### config.mk
export PLATFORM = sky130hd
export DESIGN_NAME = apws_queue
export DESIGN_NICKNAME = d
export VERILOG_FILES = /design/src/sv/apws_pkg.sv /design/src/sv/apws_queue.sv
export SDC_FILE = /design/constraint.sdc
export NUM_CORES = 1
export LEC_CHECK = 0
export BUFFER_PORTS_ARGS = -buffer_cell sky130_fd_sc_hd__buf_2
export CORE_ASPECT_RATIO = 0.8
export CORE_MARGIN = 1.5
export CORE_UTILIZATION = 30
export DETAILED_ROUTE_END_ITERATION = 8
export SLEW_MARGIN = 20
export SYNTH_ARGS = -nofsm -noshare
export SYNTH_HDL_FRONTEND = slang
export SYNTH_SLANG_ARGS = --single-unit
### constraint.sdc
create_clock -name clk -period 5.5 [get_ports clk]
set_input_delay 0.275 -clock clk [delete_from_list [all_inputs] [get_ports clk]]
set_output_delay 0.275 -clock clk [all_outputs]
set_load 0.01 [all_outputs]
### src/sv/apws_pkg.sv
`timescale 1ns / 1ps
package apws_pkg;
	localparam int MAX_VERTICES = 256;
	localparam int MAX_EDGES    = 1024;
	localparam int SLOTS        = 2 * MAX_EDGES;
	localparam int VBITS        = $clog2(MAX_VERTICES);
	localparam int CNT_BITS     = VBITS + 1;
	localparam int SLOT_BITS    = $clog2(SLOTS);
	localparam int LINK_BITS    = SLOT_BITS + 1;
	localparam int WEIGHT_BITS  = 32;
	localparam int SUM_BITS     = 40;

	localparam logic [1:0] FUNC_LOAD = 2'd0;
	localparam logic [1:0] FUNC_EDGE = 2'd1;
	localparam logic [1:0] FUNC_RUN  = 2'd2;

	typedef enum logic [1:0] {OP_LOAD, OP_EDGE, OP_RUN} op_t;

	typedef struct packed {
		op_t                     op;
		logic [7:0]              a;
		logic [7:0]              b;
		logic signed [31:0]      weight;
	} item_t;

	typedef struct packed {
		logic  push;
		item_t item;
	} q_wr_t;
endpackage

### src/sv/apws_queue.sv
`timescale 1ns / 1ps
module apws_queue (
	input  logic              clk,
	input  logic              arst_n,
	input  apws_pkg::q_wr_t   wr,
	output logic              full,
	output logic              rd_valid,
	output apws_pkg::item_t   rd_item,
	input  logic              rd_pop
);
	import apws_pkg::*;

	item_t       slot_q [2];
	logic        wr_ptr_q;
	logic        rd_ptr_q;
	logic [1:0]  count_q;

	assign full = (count_q == 2'd2);
	assign rd_valid = (count_q != 2'd0);
	assign rd_item = slot_q[rd_ptr_q];

	always_ff @(posedge clk or negedge arst_n) begin
		if (!arst_n) begin
			wr_ptr_q <= 1'b0;
			rd_ptr_q <= 1'b0;
			count_q <= 2'd0;
		end else begin
			if (wr.push) wr_ptr_q <= !wr_ptr_q;
			if (rd_pop) rd_ptr_q <= !rd_ptr_q;
			count_q <= count_q + {1'b0, wr.push} - {1'b0, rd_pop};
		end
	end

	always_ff @(posedge clk) begin
		if (wr.push) slot_q[wr_ptr_q] <= wr.item;
	end
endmodule

==> flow_summary.ini <==
[outcome]
status = finished, final reports clean

[setup_path]
cp_top_family = flip-flops
timing.critical_path.buf_inv = 1
r2r-start = wr_ptr_q$_DFFE_PN0P_
cp_max_fo = 51
crit_path_end_kind = output port
worstRegToRegCells = 2
cp.arrival_ps = 1960
rr_endpoint = slot_q[1][18]$_DFFE_PP_
cp-start-kind = register
r2r_setup_slack_ps = 3990
crit_type = register to output port
cpPeakStageDelay_ps = 1070
cp_slowest_cell = dfrtp_4
cp_cell_sequence = mux2_2 > buf_2
crit_required_ps = 5220

[yosys]
synth_area_um2 = 4060
syn_inst = 171
ys_ff_latch = 104
yosysTopAreaCellShare_pct = 74.0
yosysSeqAreaShare_pct = 76.4
yosysTopAreaCell = edfxtp_1
synth.avg_cell_area_um2 = 23.7
synth_area_leaders = edfxtp_1 74%, mux2_4 18%, buf_12 2.5%
synth_nets = 227
yosys_warnings = 0
ys_types = 13

[layout]
nets = 340
area_growth_pct = 23.8
diodes = 0
layout_commonest_cell = buf_2
layout_common_cells = 105 x buf_2, 100 x edfxtp_1, 49 x mux2_4
drive_gt1_share_pct = 60.6

[detailed_routing]
via_count = 1901
drt_iter0_markers = 66
drc = 0
antenna_left = 0
vias_per_cell = 4.10
avgRoutedWirePerCell_um = 14.1
drt_wl_total_mm = 6.53
first_pass_iters = 4

[global_routing]
grt_pass1_wl_mm = 9.85
antenna_found_initial = 1
grt-ovfl-total = 0
grt.total_usage_pct = 9.38
grt_pass1_vias = 1942
grt_max_degree = 52

[min_path]
hold_path_class = input pin to register
worstHoldStart = wr[41]
hold_path_depth = 1
min_to = slot_q[1][41]$_DFFE_PP_

[clock_network]
cts_tree = done
cts_resized = 0
path_clk_slew_ps = 70
cts_buffer_depth = 2
cts_sinks = 104
clockRootBuffer = clkbuf_16
numCtsBuffers = 9
htree_levels = 3
postCtsSetupBuffers = 0
cts_hold_buffers = 1
clkLatencyLatePin_ps = 340

[floorplan]
placeableCoreArea_um2 = 13100
die_w_um = 133
rows = 37
ioPinCount = 106
die_h_um = 107
dieArea_um2 = 14200
start_util_pct = 31.1

[timing]
min_period_over_period_pct = 40.7
fin_skew_ps = 3.88
slew_headroom_pct = 35.4
fin_setup_tns_ps = 0
rsz0062_at_grt = no
fmax_mhz = 447
tightest_slew_ps = 969
hold_viol_final = 0
fin_ws_ps = 3260
whs_ps = 119
fin_crit_ps = 2240
slew_viol_final = 0
setup_viol_count_final = 0

[power]
power_per_cell_area_nw_per_um2 = 503
leakage_nw = 2.02
peakVddDrop_v = 0.000224
power_mw = 2.53

[place]
gp_congestion = 0.660
dp_hpwl_mm = 4.07
io_buffers = 105
dp_slack_ps = 3580

[run]
cap_violations = 0
## worst max path at each step
| stage | from | endpoint | slack (ps) | cells past startpoint |
|---|---|---|---|---|
| finish | rd_ptr_q$_DFFE_PN0P_ | rd_item[49] | 3260 | 2 |
| global route | rd_ptr_q$_DFFE_PN0P_ | rd_item[49] | 3150 | 2 |
| CTS | rd_ptr_q$_DFFE_PN0P_ | rd_item[49] | 3190 | 2 |
| detailed placement | rd_ptr_q$_DFFE_PN0P_ | rd_item[49] | 3580 | 2 |
| global placement | rd_ptr_q$_DFFE_PN0P_ | rd_item[49] | 3570 | 2 |
| floorplan | wr_ptr_q$_DFFE_PN0P_ | slot_q[0][0]$_DFFE_PP_ | 2400 | 1 |
## registers in the layout, indices dropped and copies added, names as in the netlist
name / cells
slot_q: 100
wr_ptr_q: 1
count_q: 2
rd_ptr_q: 1
## logic make-up after synthesis
logic type	share of synthesized area [%]
buf+inv	2.93
mux	18.4
xor+xnor	1.02
simple gates	0.616
fa+ha+maj	0.616
flops	76.4
## cells in the mapped netlist
| library cell | number |
|---|---|
| xor2_1 | 2 |
| dfrtp_1 | 4 |
| mux2_2 | 1 |
| mux2_4 | 49 |
| edfxtp_1 | 100 |
| ha_1 | 2 |
| buf_12 | 5 |
| inv_1 | 2 |
| or2_2 | 1 |
| xor3_1 | 1 |
| nor2b_1 | 2 |
| buf_6 | 1 |
| and2_1 | 1 |
## metrics by stage
stage               utilization, %  instance area (µm²)  instances
floorplan                        -                 4060        171
global placement              36.2                 4720        447
detailed placement            36.2                 4720        447
CTS                           38.5                 5030        464
global route                  38.5                 5030        464
finish                        38.5                 5030        464
## cell type report
type,instances,area [µm²]
multi-input combinational,59,847
inverter,2,7.51
clock inverter,7,71.3
timing repair buffer,108,551
tap,175,219
fill,1226,8030
sequential,104,3110
clock buffer,9,225
## where the power goes
group          switching (mW)  internal [mW]
Clock                   0.272          0.353
Combinational           0.286          0.421
Sequential              0.143           1.06
## metal layers
layer,vias up,share of wire [%],track usage [%]
met4,0,1.0,3.77
li1,892,-,-
met3,9,7.9,4.68
met2,76,49,15.0
met5,-,0,0
met1,924,42,10.8
No activity file was read; power rests on OpenSTA's default activity.
